`src/hdl/nqpe_pkg.sv`:
```
// ----------------------------------------------------------------------------
// nqpe_pkg: shared types and constants of the queue pair engine
// Opcodes, register indexes, the job record passed from the front to the
// back, the result record and the doorbell offset helper.
// ----------------------------------------------------------------------------
package nqpe_pkg;

   // default submission/completion queue depth
   localparam int QUEUE_DEPTH_DEF = 64;
   // widest slot index any supported depth needs
   localparam int IDX_MAX_W = 12;
   // longest transfer in sectors
   localparam logic [8:0] MAX_RUN = 9'd8;
   // first doorbell register
   localparam logic [18:0] DOORBELL_BASE = 19'h01000;
   // timeout register value after reset
   localparam logic [11:0] TIMEOUT_RESET = 12'd3002;

   // job queue between front and back
   localparam int FIFO_DEPTH = 4;
   localparam int FIFO_PTR_W = $clog2(FIFO_DEPTH);

   // input opcodes
   localparam logic [2:0] OP_TRANSFER   = 3'd0;
   localparam logic [2:0] OP_FLUSH      = 3'd1;
   localparam logic [2:0] OP_ADMIN      = 3'd2;
   localparam logic [2:0] OP_COMPLETION = 3'd3;
   localparam logic [2:0] OP_TICK       = 3'd4;
   localparam logic [2:0] OP_FATAL      = 3'd5;

   // transfer command codes
   localparam logic [7:0] CMD_WRITE = 8'd1;
   localparam logic [7:0] CMD_READ  = 8'd2;

   // queue numbers
   localparam logic QUEUE_ADMIN = 1'b0;
   localparam logic QUEUE_IO    = 1'b1;

   // configuration register indexes
   localparam int CSR_INDEX_W = 2;
   localparam logic [CSR_INDEX_W-1:0] CSR_STRIDE_SHIFT  = 2'd0;
   localparam logic [CSR_INDEX_W-1:0] CSR_TIMEOUT_TICKS = 2'd1;
   localparam logic [CSR_INDEX_W-1:0] CSR_SECTOR_TOTAL  = 2'd2;
   localparam logic [CSR_INDEX_W-1:0] CSR_DISK_PRESENT  = 2'd3;

   typedef enum logic [1:0] {
      RES_ENTRY    = 2'd0,
      RES_DOORBELL = 2'd1,
      RES_DONE     = 2'd2,
      RES_REJECT   = 2'd3
   } result_kind_type;

   typedef enum logic [1:0] {
      JOB_SUBMIT   = 2'd0,
      JOB_COMPLETE = 2'd1,
      JOB_FAIL     = 2'd2,
      JOB_REJECT   = 2'd3
   } job_kind_type;

   // classified work item, expands to one or two result beats
   typedef struct packed {
      job_kind_type          kind;
      logic                  queue;
      logic [IDX_MAX_W-1:0]  slot;
      logic [15:0]           id;
      logic [7:0]            opc;
      logic [31:0]           addr;
      logic [2:0]            cm1;
      logic [18:0]           db_offset;
      logic [IDX_MAX_W-1:0]  db_value;
      logic [14:0]           code;
   } job_type;

   // one result beat
   typedef struct packed {
      result_kind_type       kind;
      logic                  queue;
      logic [IDX_MAX_W-1:0]  slot;
      logic [15:0]           id;
      logic [7:0]            opc;
      logic [31:0]           addr;
      logic [2:0]            cm1;
      logic [18:0]           db_offset;
      logic [IDX_MAX_W-1:0]  db_value;
      logic                  success;
      logic [14:0]           code;
      logic                  last;
   } result_type;

   // doorbell offset: base + (2*queue + completion) * (4 << stride_shift)
   function automatic logic [18:0] bell_offset(input logic q, input logic cpl,
                                               input logic [3:0] stride_shift);
      logic [18:0] pick;
      pick = {17'd0, q, cpl};
      return DOORBELL_BASE + ((pick << stride_shift) << 2);
   endfunction

endpackage

```
`src/hdl/nqpe_front.sv`:
```
// ----------------------------------------------------------------------------
// nqpe_front: command front end
// Holds configuration and queue state, checks and classifies each item in
// the cycle it is accepted and hands a job record to the back end.
// ----------------------------------------------------------------------------
module nqpe_front
   import nqpe_pkg::*;
#(
   parameter int QUEUE_DEPTH = QUEUE_DEPTH_DEF
) (
   input  logic                   clock,
   input  logic                   reset,
   input  logic                   accept,
   input  logic [2:0]             opcode,
   input  logic [7:0]             command_code,
   input  logic [31:0]            block_address,
   input  logic [7:0]             block_count,
   input  logic [15:0]            completion_status,
   input  logic                   csr_write,
   input  logic [CSR_INDEX_W-1:0] csr_index,
   input  logic [31:0]            csr_wdata,
   output logic                   job_push,
   output job_type                job
);

   localparam int IDX_W = $clog2(QUEUE_DEPTH);
   localparam logic [IDX_W-1:0] IDX_LAST = IDX_W'(QUEUE_DEPTH - 1);

   // configuration registers
   logic [3:0]  stride_ff;
   logic [11:0] timeout_ff;
   logic [31:0] sectors_ff;
   logic        present_ff;

   // queue pair state
   logic [IDX_W-1:0] tail_ff [2];
   logic [IDX_W-1:0] head_ff [2];
   logic             phase_ff [2];
   logic [15:0]      next_id_ff;
   logic             busy_ff;
   logic             pend_q_ff;
   logic [15:0]      pend_id_ff;
   logic [11:0]      elapsed_ff;

   logic [IDX_W-1:0] tail_in;
   logic [IDX_W-1:0] head_in;
   logic [15:0]      next_id_in;
   logic [11:0]      elapsed_in;

   // classification
   logic        sub_go;
   logic        sub_q;
   logic [7:0]  sub_opc;
   logic [31:0] sub_addr;
   logic [2:0]  sub_cm1;
   logic        rej;
   logic        cpl;
   logic        fail;
   logic        tick_inc;
   logic        xfer_ok;
   logic [32:0] end_sector;
   logic [7:0]  cnt_m1;
   logic [15:0] id_inc;

   // transfer checks
   always_comb begin
      end_sector = {1'b0, block_address} + {25'd0, block_count};
      cnt_m1     = block_count - 8'd1;
      xfer_ok    = !busy_ff && present_ff
                   && (command_code == CMD_WRITE || command_code == CMD_READ)
                   && (block_count != 8'd0) && ({1'b0, block_count} <= MAX_RUN)
                   && (end_sector <= {1'b0, sectors_ff});
   end

   // opcode decode
   always_comb begin
      sub_go   = 1'b0;
      sub_q    = QUEUE_IO;
      sub_opc  = 8'd0;
      sub_addr = 32'd0;
      sub_cm1  = 3'd0;
      rej      = 1'b0;
      cpl      = 1'b0;
      fail     = 1'b0;
      tick_inc = 1'b0;
      case (opcode)
         OP_TRANSFER: begin
            if (xfer_ok) begin
               sub_go   = 1'b1;
               sub_opc  = command_code;
               sub_addr = block_address;
               sub_cm1  = cnt_m1[2:0];
            end else begin
               rej = 1'b1;
            end
         end
         OP_FLUSH: begin
            if (!busy_ff && present_ff) begin
               sub_go = 1'b1;
            end else begin
               rej = 1'b1;
            end
         end
         OP_ADMIN: begin
            sub_q = QUEUE_ADMIN;
            if (!busy_ff) begin
               sub_go   = 1'b1;
               sub_opc  = command_code;
               sub_addr = block_address;
            end else begin
               rej = 1'b1;
            end
         end
         OP_COMPLETION: begin
            cpl = busy_ff && (completion_status[0] == phase_ff[pend_q_ff]);
         end
         OP_TICK: begin
            if (busy_ff) begin
               if (elapsed_ff >= timeout_ff) begin
                  fail = 1'b1;
               end else begin
                  tick_inc = 1'b1;
               end
            end
         end
         OP_FATAL: begin
            fail = busy_ff;
         end
         default: begin
         end
      endcase
   end

   // next indexes and id
   always_comb begin
      tail_in    = (tail_ff[sub_q] == IDX_LAST) ? '0 : tail_ff[sub_q] + 1'b1;
      head_in    = (head_ff[pend_q_ff] == IDX_LAST) ? '0 : head_ff[pend_q_ff] + 1'b1;
      id_inc     = next_id_ff + 16'd1;
      next_id_in = (id_inc == 16'd0) ? 16'd1 : id_inc;
      elapsed_in = elapsed_ff + 12'd1;
   end

   // job record
   always_comb begin
      job      = '0;
      job_push = accept && (sub_go || rej || cpl || fail);
      if (sub_go) begin
         job.kind      = JOB_SUBMIT;
         job.queue     = sub_q;
         job.slot      = IDX_MAX_W'(tail_ff[sub_q]);
         job.id        = next_id_ff;
         job.opc       = sub_opc;
         job.addr      = sub_addr;
         job.cm1       = sub_cm1;
         job.db_offset = bell_offset(sub_q, 1'b0, stride_ff);
         job.db_value  = IDX_MAX_W'(tail_in);
      end else if (rej) begin
         job.kind  = JOB_REJECT;
         job.queue = sub_q;
      end else if (cpl) begin
         job.kind      = JOB_COMPLETE;
         job.queue     = pend_q_ff;
         job.id        = pend_id_ff;
         job.db_offset = bell_offset(pend_q_ff, 1'b1, stride_ff);
         job.db_value  = IDX_MAX_W'(head_in);
         job.code      = completion_status[15:1];
      end else begin
         job.kind  = JOB_FAIL;
         job.queue = pend_q_ff;
         job.id    = pend_id_ff;
      end
   end

   // state update
   always_ff @(posedge clock) begin
      if (reset) begin
         stride_ff   <= 4'd0;
         timeout_ff  <= TIMEOUT_RESET;
         sectors_ff  <= 32'd0;
         present_ff  <= 1'b0;
         tail_ff[0]  <= '0;
         tail_ff[1]  <= '0;
         head_ff[0]  <= '0;
         head_ff[1]  <= '0;
         phase_ff[0] <= 1'b1;
         phase_ff[1] <= 1'b1;
         next_id_ff  <= 16'd1;
         busy_ff     <= 1'b0;
         pend_q_ff   <= QUEUE_ADMIN;
         pend_id_ff  <= 16'd0;
         elapsed_ff  <= 12'd0;
      end else begin
         // configuration writes
         if (csr_write) begin
            case (csr_index)
               CSR_STRIDE_SHIFT:  stride_ff  <= csr_wdata[3:0];
               CSR_TIMEOUT_TICKS: timeout_ff <= csr_wdata[11:0];
               CSR_SECTOR_TOTAL:  sectors_ff <= csr_wdata;
               CSR_DISK_PRESENT:  present_ff <= csr_wdata[0];
               default: begin
               end
            endcase
         end
         if (accept) begin
            // new command goes out
            if (sub_go) begin
               tail_ff[sub_q] <= tail_in;
               next_id_ff     <= next_id_in;
               busy_ff        <= 1'b1;
               pend_q_ff      <= sub_q;
               pend_id_ff     <= next_id_ff;
               elapsed_ff     <= 12'd0;
            end
            // completion consumed, phase flips on wrap
            if (cpl) begin
               head_ff[pend_q_ff] <= head_in;
               if (head_in == '0) begin
                  phase_ff[pend_q_ff] <= !phase_ff[pend_q_ff];
               end
               busy_ff <= 1'b0;
            end
            if (fail) begin
               busy_ff <= 1'b0;
            end
            if (tick_inc) begin
               elapsed_ff <= elapsed_in;
            end
         end
      end
   end

endmodule

```
`src/hdl/nqpe_fifo.sv`:
```
// ----------------------------------------------------------------------------
// nqpe_fifo: job queue
// Short first-in first-out queue of job records between the front and the
// back end, so each side stalls on its own.
// ----------------------------------------------------------------------------
module nqpe_fifo
   import nqpe_pkg::*;
(
   input  logic    clock,
   input  logic    reset,
   input  logic    push,
   input  job_type push_data,
   output logic    full,
   input  logic    pop,
   output job_type pop_data,
   output logic    empty
);

   job_type               mem_ff [FIFO_DEPTH];
   logic [FIFO_PTR_W-1:0] wr_ptr_ff;
   logic [FIFO_PTR_W-1:0] rd_ptr_ff;
   logic [FIFO_PTR_W:0]   count_ff;
   logic [FIFO_PTR_W:0]   count_in;
   logic                  push_ok;
   logic                  pop_ok;

   // status and head
   always_comb begin
      full     = (count_ff == (FIFO_PTR_W + 1)'(FIFO_DEPTH));
      empty    = (count_ff == '0);
      push_ok  = push && !full;
      pop_ok   = pop && !empty;
      pop_data = mem_ff[rd_ptr_ff];
      count_in = count_ff + (FIFO_PTR_W + 1)'(push_ok) - (FIFO_PTR_W + 1)'(pop_ok);
   end

   // storage
   always_ff @(posedge clock) begin
      if (push_ok) begin
         mem_ff[wr_ptr_ff] <= push_data;
      end
   end

   // pointers
   always_ff @(posedge clock) begin
      if (reset) begin
         wr_ptr_ff <= '0;
         rd_ptr_ff <= '0;
         count_ff  <= '0;
      end else begin
         if (push_ok) begin
            wr_ptr_ff <= wr_ptr_ff + 1'b1;
         end
         if (pop_ok) begin
            rd_ptr_ff <= rd_ptr_ff + 1'b1;
         end
         count_ff <= count_in;
      end
   end

endmodule

```
`src/hdl/nqpe_back.sv`:
```
// ----------------------------------------------------------------------------
// nqpe_back: result back end
// Expands each job record into its one or two result beats and holds the
// oldest beat in an output register until it is popped.
// ----------------------------------------------------------------------------
module nqpe_back
   import nqpe_pkg::*;
(
   input  logic       clock,
   input  logic       reset,
   input  logic       job_valid,
   input  job_type    job,
   output logic       job_pop,
   input  logic       rsp_pop,
   output logic       rsp_valid,
   output result_type rsp
);

   result_type res;
   result_type rsp_ff;
   logic       valid_ff;
   logic       valid_in;
   logic       phase_ff;
   logic       phase_in;
   logic       two;
   logic       load;
   logic       take;

   // beat built from the head job
   always_comb begin
      res = '0;
      two = 1'b0;
      case (job.kind)
         JOB_SUBMIT: begin
            two       = 1'b1;
            res.queue = job.queue;
            res.last  = phase_ff;
            if (!phase_ff) begin
               res.kind = RES_ENTRY;
               res.slot = job.slot;
               res.id   = job.id;
               res.opc  = job.opc;
               res.addr = job.addr;
               res.cm1  = job.cm1;
            end else begin
               res.kind      = RES_DOORBELL;
               res.db_offset = job.db_offset;
               res.db_value  = job.db_value;
            end
         end
         JOB_COMPLETE: begin
            two       = 1'b1;
            res.queue = job.queue;
            res.last  = phase_ff;
            if (!phase_ff) begin
               res.kind      = RES_DOORBELL;
               res.db_offset = job.db_offset;
               res.db_value  = job.db_value;
            end else begin
               res.kind    = RES_DONE;
               res.id      = job.id;
               res.success = (job.code == 15'd0);
               res.code    = job.code;
            end
         end
         JOB_FAIL: begin
            res.kind  = RES_DONE;
            res.queue = job.queue;
            res.id    = job.id;
            res.last  = 1'b1;
         end
         JOB_REJECT: begin
            res.kind  = RES_REJECT;
            res.queue = job.queue;
            res.last  = 1'b1;
         end
         default: begin
         end
      endcase
   end

   // output register handshake
   always_comb begin
      load     = !valid_ff || rsp_pop;
      take     = load && job_valid;
      job_pop  = take && (!two || phase_ff);
      phase_in = take ? (two && !phase_ff) : phase_ff;
      valid_in = take || (valid_ff && !load);
   end

   always_ff @(posedge clock) begin
      if (reset) begin
         valid_ff <= 1'b0;
         phase_ff <= 1'b0;
      end else begin
         valid_ff <= valid_in;
         phase_ff <= phase_in;
      end
   end

   // result payload
   always_ff @(posedge clock) begin
      if (take) begin
         rsp_ff <= res;
      end
   end

   assign rsp_valid = valid_ff;
   assign rsp       = rsp_ff;

endmodule

```
`src/hdl/nvme_queue_pair_engine_unit.sv`:
```
// ----------------------------------------------------------------------------
// nvme_queue_pair_engine_unit: admin and I/O queue pair engine
// Path: accepted item -> job queue -> output register -> first result beat.
// Throughput: one item per cycle while the job queue has room; the result port
// moves one beat per cycle while the receiver pops, so items with two results
// take two beats each. The four-entry job queue absorbs bursts.
// Reset: synchronous; clears queue state, ids, config and the job queue.
// ----------------------------------------------------------------------------
module nvme_queue_pair_engine_unit
   import nqpe_pkg::*;
#(
   parameter int QUEUE_DEPTH = QUEUE_DEPTH_DEF
) (
   input  logic                           clock,
   input  logic                           reset,
   // command and event input
   input  logic                           push,
   output logic                           full,
   input  logic [2:0]                     req_opcode,
   input  logic [7:0]                     req_command_code,
   input  logic [31:0]                    req_block_address,
   input  logic [7:0]                     req_block_count,
   input  logic [15:0]                    req_completion_status,
   // results
   output logic                           empty,
   input  logic                           pop,
   output logic [1:0]                     rsp_result_kind,
   output logic                           rsp_queue_number,
   output logic [$clog2(QUEUE_DEPTH)-1:0] rsp_slot_index,
   output logic [15:0]                    rsp_command_id,
   output logic [7:0]                     rsp_entry_opcode,
   output logic [31:0]                    rsp_entry_address,
   output logic [2:0]                     rsp_count_minus_one,
   output logic [18:0]                    rsp_doorbell_offset,
   output logic [$clog2(QUEUE_DEPTH)-1:0] rsp_doorbell_value,
   output logic                           rsp_success,
   output logic [14:0]                    rsp_status_code,
   output logic                           rsp_is_last,
   // configuration writes
   input  logic                           csr_valid,
   output logic                           csr_ready,
   input  logic [CSR_INDEX_W-1:0]         csr_index,
   input  logic [31:0]                    csr_wdata
);

   localparam int IDX_W = $clog2(QUEUE_DEPTH);

   logic       accept;
   logic       job_push;
   job_type    job_in;
   job_type    job_head;
   logic       job_empty;
   logic       job_pop;
   logic       rsp_valid;
   result_type rsp;

   // input beat taken whenever the job queue has room
   assign accept    = push && !full;
   assign csr_ready = 1'b1;

   nqpe_front #(
      .QUEUE_DEPTH (QUEUE_DEPTH)
   ) u_front (
      .clock             (clock),
      .reset             (reset),
      .accept            (accept),
      .opcode            (req_opcode),
      .command_code      (req_command_code),
      .block_address     (req_block_address),
      .block_count       (req_block_count),
      .completion_status (req_completion_status),
      .csr_write         (csr_valid),
      .csr_index         (csr_index),
      .csr_wdata         (csr_wdata),
      .job_push          (job_push),
      .job               (job_in)
   );

   nqpe_fifo u_fifo (
      .clock     (clock),
      .reset     (reset),
      .push      (job_push),
      .push_data (job_in),
      .full      (full),
      .pop       (job_pop),
      .pop_data  (job_head),
      .empty     (job_empty)
   );

   nqpe_back u_back (
      .clock     (clock),
      .reset     (reset),
      .job_valid (!job_empty),
      .job       (job_head),
      .job_pop   (job_pop),
      .rsp_pop   (pop),
      .rsp_valid (rsp_valid),
      .rsp       (rsp)
   );

   // result ports
   assign empty               = !rsp_valid;
   assign rsp_result_kind     = rsp.kind;
   assign rsp_queue_number    = rsp.queue;
   assign rsp_slot_index      = rsp.slot[IDX_W-1:0];
   assign rsp_command_id      = rsp.id;
   assign rsp_entry_opcode    = rsp.opc;
   assign rsp_entry_address   = rsp.addr;
   assign rsp_count_minus_one = rsp.cm1;
   assign rsp_doorbell_offset = rsp.db_offset;
   assign rsp_doorbell_value  = rsp.db_value[IDX_W-1:0];
   assign rsp_success         = rsp.success;
   assign rsp_status_code     = rsp.code;
   assign rsp_is_last         = rsp.last;

endmodule

```
`config.mk`:
```
export PLATFORM = sky130hd
export DESIGN_NAME = nvme_queue_pair_engine_unit
export DESIGN_NICKNAME = d
export VERILOG_FILES = /design/src/hdl/nqpe_pkg.sv /design/src/hdl/nqpe_front.sv /design/src/hdl/nqpe_fifo.sv /design/src/hdl/nqpe_back.sv /design/src/hdl/nvme_queue_pair_engine_unit.sv
export SDC_FILE = /design/constraint.sdc
export NUM_CORES = 1
export LEC_CHECK = 0
export BUFFER_PORTS_ARGS = -buffer_cell sky130_fd_sc_hd__buf_2
export CAP_MARGIN = 10
export CORE_ASPECT_RATIO = 2
export CORE_UTILIZATION = 45
export DETAILED_ROUTE_END_ITERATION = 16
export GPL_ROUTABILITY_DRIVEN = 1
export GPL_TIMING_DRIVEN = 0
export RECOVER_POWER = 50
export SLEW_MARGIN = 20
export SYNTH_ARGS = -nofsm -noshare
export SYNTH_HDL_FRONTEND = slang
export SYNTH_SLANG_ARGS = --single-unit
```
`constraint.sdc`:
```
create_clock -name clock -period 6.34 [get_ports clock]
set_input_delay 0.317 -clock clock [delete_from_list [all_inputs] [get_ports clock]]
set_output_delay 0.317 -clock clock [all_outputs]
set_load 0.005 [all_outputs]
```
==> results of run 1 <==
==> metrics by stage <==
stage	total power, W	setup slack [ps]
6_report	0.0108	332
5_1_grt	0.0113	178
4_1_cts	0.0111	782
3_5_place_dp	0.00758	167
3_3_place_gp	0.00757	-1460
2_1_floorplan	0.00671	1600
==> where the power goes <==
| group | internal (W) | total [W] | switching [W] |
|---|---|---|---|
| Combinational | 0.000797 | 0.00189 | 0.00109 |
| Clock | 0.00190 | 0.00346 | 0.00156 |
| Sequential | 0.00535 | 0.00549 | 0.000144 |
| Total | 0.00804 | 0.0108 | 0.00280 |
==> cell type report <==
cell class              instances  area (sq um)
inverters                      66           249
well taps                     786           983
plain buffers                  97           414
clock buffers                  79          1570
flip-flops and latches        665         18900
multi-input cells            1100          8560
clock inverters                25           277
fillers                      5282         29400
repair buffers                249          1460
==> cell usage in the layout, fill, tap and decap left out, drive strengths merged, types with 16 or more instances in the layout <==
cell type	netlist	routed
o21ai	24	24
dfxtp	109	109
nand2b	17	17
nand4	21	21
a21oi	85	85
nand2	174	174
nor2b	154	154
buf	35	186
a22o	17	17
mux2i	17	17
xnor2	46	46
inv	66	67
nand3	39	39
nor3	22	22
clkinv	0	16
ha	66	66
nor2	134	134
xor2	31	31
clkbuf	62	214
dlygate4sd3	0	25
edfxtp	556	556
and2	22	22
mux4	106	106
==> path summary, 6_finish.rpt <==
kind	startpoint	endpoint	depth (start not counted)
worst max-delay path	register	u_fifo.mem_ff[3][19]$_DFFE_PP_	9
worst min-delay path	csr_wdata[28]	u_front.sectors_ff[28]$_SDFFE_PP0P_	3
worst max register to register	register	u_fifo.mem_ff[3][19]$_DFFE_PP_	9
worst min register to register	u_front.sectors_ff[29]$_SDFFE_PP0P_	u_front.sectors_ff[29]$_SDFFE_PP0P_	2
==> state kept, by name (all words and copies together) (netlist names), 3 cells and up, named ones only <==
name	count
u_fifo.count_ff	3
u_front.next_id_ff	16
u_front.head_ff	12
u_back.rsp	108
u_front.pend_id_ff	16
u_front.timeout_ff	12
u_front.elapsed_ff	12
u_front.stride_ff	4
u_front.tail_ff	12
u_fifo.mem_ff	424
u_front.sectors_ff	32
==> what timing repair did <==
item | in CTS | in global routing
hold endpoints to repair | 27 | 0
hold buffers | 25 | 0
gates resized for setup | 0 | 0
==> per-layer routing <==
layer / vias to the layer above / global-route usage / part of all wire
met2: 405 / 0.392 / 0.54
met5: - / 0 / 0.0012
met3: 125 / 0.0319 / 0.047
met4: 12 / 0.0807 / 0.036
li1: 7723 / - / -
met1: 8249 / 0.246 / 0.38
==> kinds of logic after synthesis <==
family	after synthesis	synth area share
AOI/OAI and AO/OA	184	0.0415
xor gates and xnor gates	77	0.0240
adders and majority gates	68	0.0308
buffers and inverters	163	0.0238
DFF	665	0.671
muxes	125	0.0919
other	2	0.000267
and+or+nand+nor	643	0.116
==> critical path, stage by stage (launching register included) <==
cell and delay [ps]:
dfxtp_1 320, buf_6 150, mux2_4 330, xor2_1 180, nor4b_1 2330, o21ai_0 570, a21oi_2 520, and2_4 620
buf_12 300, buf_16 270
==> out/summary.txt, run 1 <==
Largest cells by area after synthesis: edfxtp_1, mux4_2, dfxtp_1
Nets: 2408
Via Count: 16514
Cell variety after synth: 69
Root Driver: clkbuf_16
Peak supply drop: 0.242 mV
Max frequency: 166 MHz
Initial DRC count: 1034
TNS Setup: 0 ps
Pin count of the biggest net entering global routing: 66
CORE AREA: 61800 sq um
Area of the mapped netlist: 28100 sq um
DRT Wirelength: 66500 um
IO Port Bufs: 213
YS warnings: 0
Clock transition at the registers of the reported paths: 70 ps
# DRC: 0
Area growth syn-to-layout: 15.2%
Max Slew Vio Count: 122
Finished Core Util: 0.524
Top FF cell, synth: edfxtp_1
Critical Path AT: 6300 ps
Die X-Extent: 179 um
Commonest cells post-synth: edfxtp_1, nand2_1, nor2b_1
R2R Setup Slk: 330 ps
Slew @ Worst Pin: 3030 ps
DP Area: 30500 sq um
Max Cap Viol: 3
Sequential cell area fraction in the yosys report: 0.671
Final Hold Viols: 0
Total GRT Usage: 0.213
Synth top area share: 0.594
Starting Density: 0.455
DIE AREA: 63500 sq um
Fin crit share: 0.948
Row cnt: 129
Final setup vio count: 0
Later-pin clock latency in the skew report: 620 ps
Post-Syn Instances: 1927
Slew headroom: -1.05
# clock sinks: 665
Design Area, Final: 32400 sq um
Depth of the CTS H-tree: 2
Failing checks: capacitance limit, slew limit
WHS: 25.2 ps
CTS tree: yes
Via density: 5.38
Synth async-reset ratio: 0
Leakage: 11.1 nW
Pwr Density: 335 nW/um^2
Synthesis-stage register bit count: 665
Yosys top cell by area: edfxtp_1
TritonCTS Buffers: 55
Unrepaired setup endpoints after global routing: no
Vias in the first global route: 17365
Finished Layout Cells: 3067
DP HPWL: 47700 um
CP required: 6640 ps
Final Critical Period: 6010 ps
Crit Path Max Fanout: 43
Inst Count DP: 2938
Hold Crit Class: primary input to register
Number of flops mapped to enable cells by yosys: 556
Crit end category: register
Clock buffer depth: 3
Outcome: complete, but fails checks
Gr ovfl total: 0
CP Launch Type: register
Worst clock skew: 33.4 ps
First-pass GRT wire length: 101000 um
Layout cells sized above 1: 0.178
Count leader, synth: edfxtp_1
Number of diodes: 0
Post-Synthesis Mean Instance Area: 14.6 sq um
Post-CTS setup buffer count: 0
Routability cong.: 0.868
Routed wire per std cell: 21.7 um
Crit Path Category: register to register
I/O Pins: 219
Vert. Die Dim: 355 um
Drt pass-1 iters: 5
Initial antenna violation count: 6
Routed Antenna Nets: 0
Power figures use the tool's default switching activity.
==> run 2: changes to the inputs <==
--- a/config.mk
+++ b/config.mk
@@ -8,12 +8,13 @@
 export BUFFER_PORTS_ARGS = -buffer_cell sky130_fd_sc_hd__buf_2
 export CAP_MARGIN = 10
 export CORE_ASPECT_RATIO = 2
+export CORE_MARGIN = 2
 export CORE_UTILIZATION = 45
 export DETAILED_ROUTE_END_ITERATION = 16
 export GPL_ROUTABILITY_DRIVEN = 1
 export GPL_TIMING_DRIVEN = 0
 export RECOVER_POWER = 50
-export SLEW_MARGIN = 20
+export REMOVE_ABC_BUFFERS = 1
 export SYNTH_ARGS = -nofsm -noshare
 export SYNTH_HDL_FRONTEND = slang
 export SYNTH_SLANG_ARGS = --single-unit
==> run 2 against run 1 <==
  * Non-clock buffer count fell by 76
  * Sequential power up 1%
  * Largest cell class unchanged
  * The flow still finishes with violations (capacitance limit, slew limit)
  * Combinational power fell by 3%
  * Setup slack improved by 120 ps
  * Sequential share of layout area grew 0.055 points
  * Utilization barely moved
  * Critical path depth decreased by 2
  * Worst hold slack gained 70 ps
  * Highest routed layer unchanged
==> out/summary.txt, run 2 (synthesis gave the netlist of run 1 again) <==
Outcome: complete, but fails checks (unchanged)
Failing checks: capacitance limit, slew limit (unchanged)
Number of flip-flops in the largest register: 424 (unchanged)
FF-to-FF path depth: 7 (was 9)
Post-CTS setup buffer count: 0 (unchanged)
Max Slew Vio Count: 353 (was 122)
Clock transition at the registers of the reported paths: 70 ps (about the same)
Peak supply drop: 0.194 mV (was 0.242 mV)
Post-layout total power: 0.0110 W (was 0.0108 W)
# clock sinks: 665 (unchanged)
Most common cell after layout, fill and taps aside: edfxtp_1 (unchanged)
Initial DRC count: 1031 (was 1034)
CP delay by family, top: simple AND/OR/NAND/NOR gates (unchanged)
Drt pass-1 iters: 5 (unchanged)
Unrepaired setup endpoints after global routing: no (unchanged)
Pwr Density: 341 nW/um^2 (was 335 nW/um^2)
DP Worst Slack: -842 ps (was 167 ps)
Finished Layout Cells: 2997 (was 3067)
Total GRT Usage: 0.196 (was 0.213)
CP required: 6610 ps (was 6640 ps)
Layout cells sized above 1: 0.182 (was 0.178)
DP HPWL: 42200 um (was 47700 um)
CTS tree: yes (unchanged)
DIE AREA: 64600 sq um (was 63500 sq um)
TritonCTS Buffers: 57 (was 55)
Hold Crit Depth: 2 (was 3)
CP Cell Sequence: mux2_1 -> xor2_1 -> nor4b_1 -> o21ai_0 -> a21oi_1 -> and2_0 -> buf_16 (was buf_6 -> mux2_4 -> xor2_1 -> nor4b_1 -> o21ai_0 -> a21oi_2 -> and2_4 -> buf_12 -> buf_16)
Critical Path AT: 6160 ps (was 6300 ps)
Die X-Extent: 181 um (was 179 um)
Final Hold Viols: 0 (unchanged)
Finished Core Util: 0.524 (about the same)
M1 WL: 24200 um (was 25300 um)
WP buf/inv: 1 (was 3)
Worst clock skew: 16.1 ps (was 33.4 ps)
Final Critical Period: 5890 ps (was 6010 ps)
Hold Crit Class: primary input to register (unchanged)
Vias in the first global route: 17265 (was 17365)
Routed wire per std cell: 21.1 um (was 21.7 um)
CP max-delay cell: and2_0 (was nor4b_1)
WHS: 94.8 ps (was 25.2 ps)
Routability cong.: 0.811 (was 0.868)
Row cnt: 129 (unchanged)
DRT Wirelength: 63200 um (was 66500 um)
Nets: 2334 (was 2408)
Hold EP: u_fifo.mem_ff[3][46]$_DFFE_PP_ (was u_front.sectors_ff[28]$_SDFFE_PP0P_)
Crit Path Max Fanout: 45 (was 43)
I/O Pins: 219 (unchanged)
R2R Setup Slk: 450 ps (was 330 ps)
Final setup vio count: 0 (unchanged)
Later-pin clock latency in the skew report: 610 ps (was 620 ps)
IO Port Bufs: 215 (was 213)
Max frequency: 170 MHz (was 166 MHz)
Starting Density: 0.455 (unchanged)
Register with the most flip-flops: u_fifo.mem_ff (unchanged)
Inst Count DP: 2853 (was 2938)
CP Launch Type: register (unchanged)
DR top layer: met5 (unchanged)
PnR worst setup slack: 454 ps (was 332 ps)
Metal3 WL: 3070 um (was 3100 um)
Leakage: 11.0 nW (was 11.1 nW)
Slew @ Worst Pin: 3090 ps (was 3030 ps)
Initial antenna violation count: 10 (was 6)
Wire length on met2: 33200 um (was 35600 um)
First-pass GRT wire length: 97400 um (was 101000 um)
Max Cap Viol: 9 (was 3)
Via density: 5.51 (was 5.38)
Crit end category: register (unchanged)
Clock buffer depth: 3 (unchanged)
Vert. Die Dim: 357 um (was 355 um)
Pin count of the biggest net entering global routing: 68 (was 66)
Most frequent cells in the layout: edfxtp_1, nand2_1, buf_2 (unchanged)
# DRC: 0 (unchanged)
Worst r2r dst: u_fifo.mem_ff[2][99]$_DFFE_PP_ (was u_fifo.mem_ff[3][19]$_DFFE_PP_)
Max incr delay on CP: 1890 ps (was 2330 ps)
Crit Path Category: register to register (unchanged)
Depth of the CTS H-tree: 2 (unchanged)
CORE AREA: 61800 sq um (unchanged)
Root Driver: clkbuf_16 (unchanged)
Area growth syn-to-layout: 15.1% (was 15.2%)
Routed Antenna Nets: 0 (unchanged)
Slew headroom: -1.06 (was -1.05)
Via Count: 16507 (was 16514)
Hold Crit Start: req_block_count[0] (was csr_wdata[28])
Fin crit share: 0.928 (was 0.948)
Gr ovfl total: 0 (unchanged)
-- run 2: layout make-up --
cell class	instances	area, sq um
Tap cell	786	983
Sequential cell	665	18900
Clock buffer	68	1480
Antenna cell	5	12.5
Clock inverter	37	452
Timing Repair Buffer	270	1740
Fill cell	5243	29500
Inverter	66	249
Multi-Input combinational cell	1100	8560
-- run 2: report_power, final --
part | switching (W) | internal [W] | leakage [nW]
Sequential | 0.000213 | 0.00535 | 6.20
Clock | 0.00160 | 0.00204 | 0.915
Combinational | 0.00102 | 0.000820 | 3.92
Total | 0.00283 | 0.00821 | 11.0
-- run 2: metrics by stage --
stage,cell area [sq um],TNS [ps]
5_1_grt,32400,0
3_5_place_dp,30300,-10470
2_1_floorplan,27700,-2200
6_report,32400,0
3_3_place_gp,29800,-1490930
4_1_cts,32500,0
-- run 2: how the worst max path moves through the flow --
stage	from	endpoint	slack, ps	depth (start not counted)
floorplan	register	u_fifo.count_ff[2]$_SDFF_PP0_	-540	11
global placement	req_block_count[0]	u_front.tail_ff[0][0]$_SDFFCE_PN0P_	-4050	18
detailed placement	req_block_count[0]	u_front.tail_ff[0][1]$_SDFFCE_PN0P_	-840	18
CTS	req_block_count[0]	u_front.tail_ff[0][2]$_SDFFCE_PN0P_	30	18
global route	req_block_count[0]	u_front.tail_ff[0][4]$_SDFFCE_PN0P_	80	18
finish	register	u_fifo.mem_ff[2][99]$_DFFE_PP_	450	7
-- run 2: metal layers --
metal,up-vias,track usage
met4,12,0.0839
met5,-,0
met2,434,0.361
li1,7586,-
met1,8331,0.224
met3,144,0.0303
-- run 2: what timing repair did --
action                     4_1_cts  5_1_grt
hold endpoints to repair        38        0
hold buffers                    33        0
setup endpoints to repair        6       18
gates resized for setup          1        1
pin swaps                        0        0
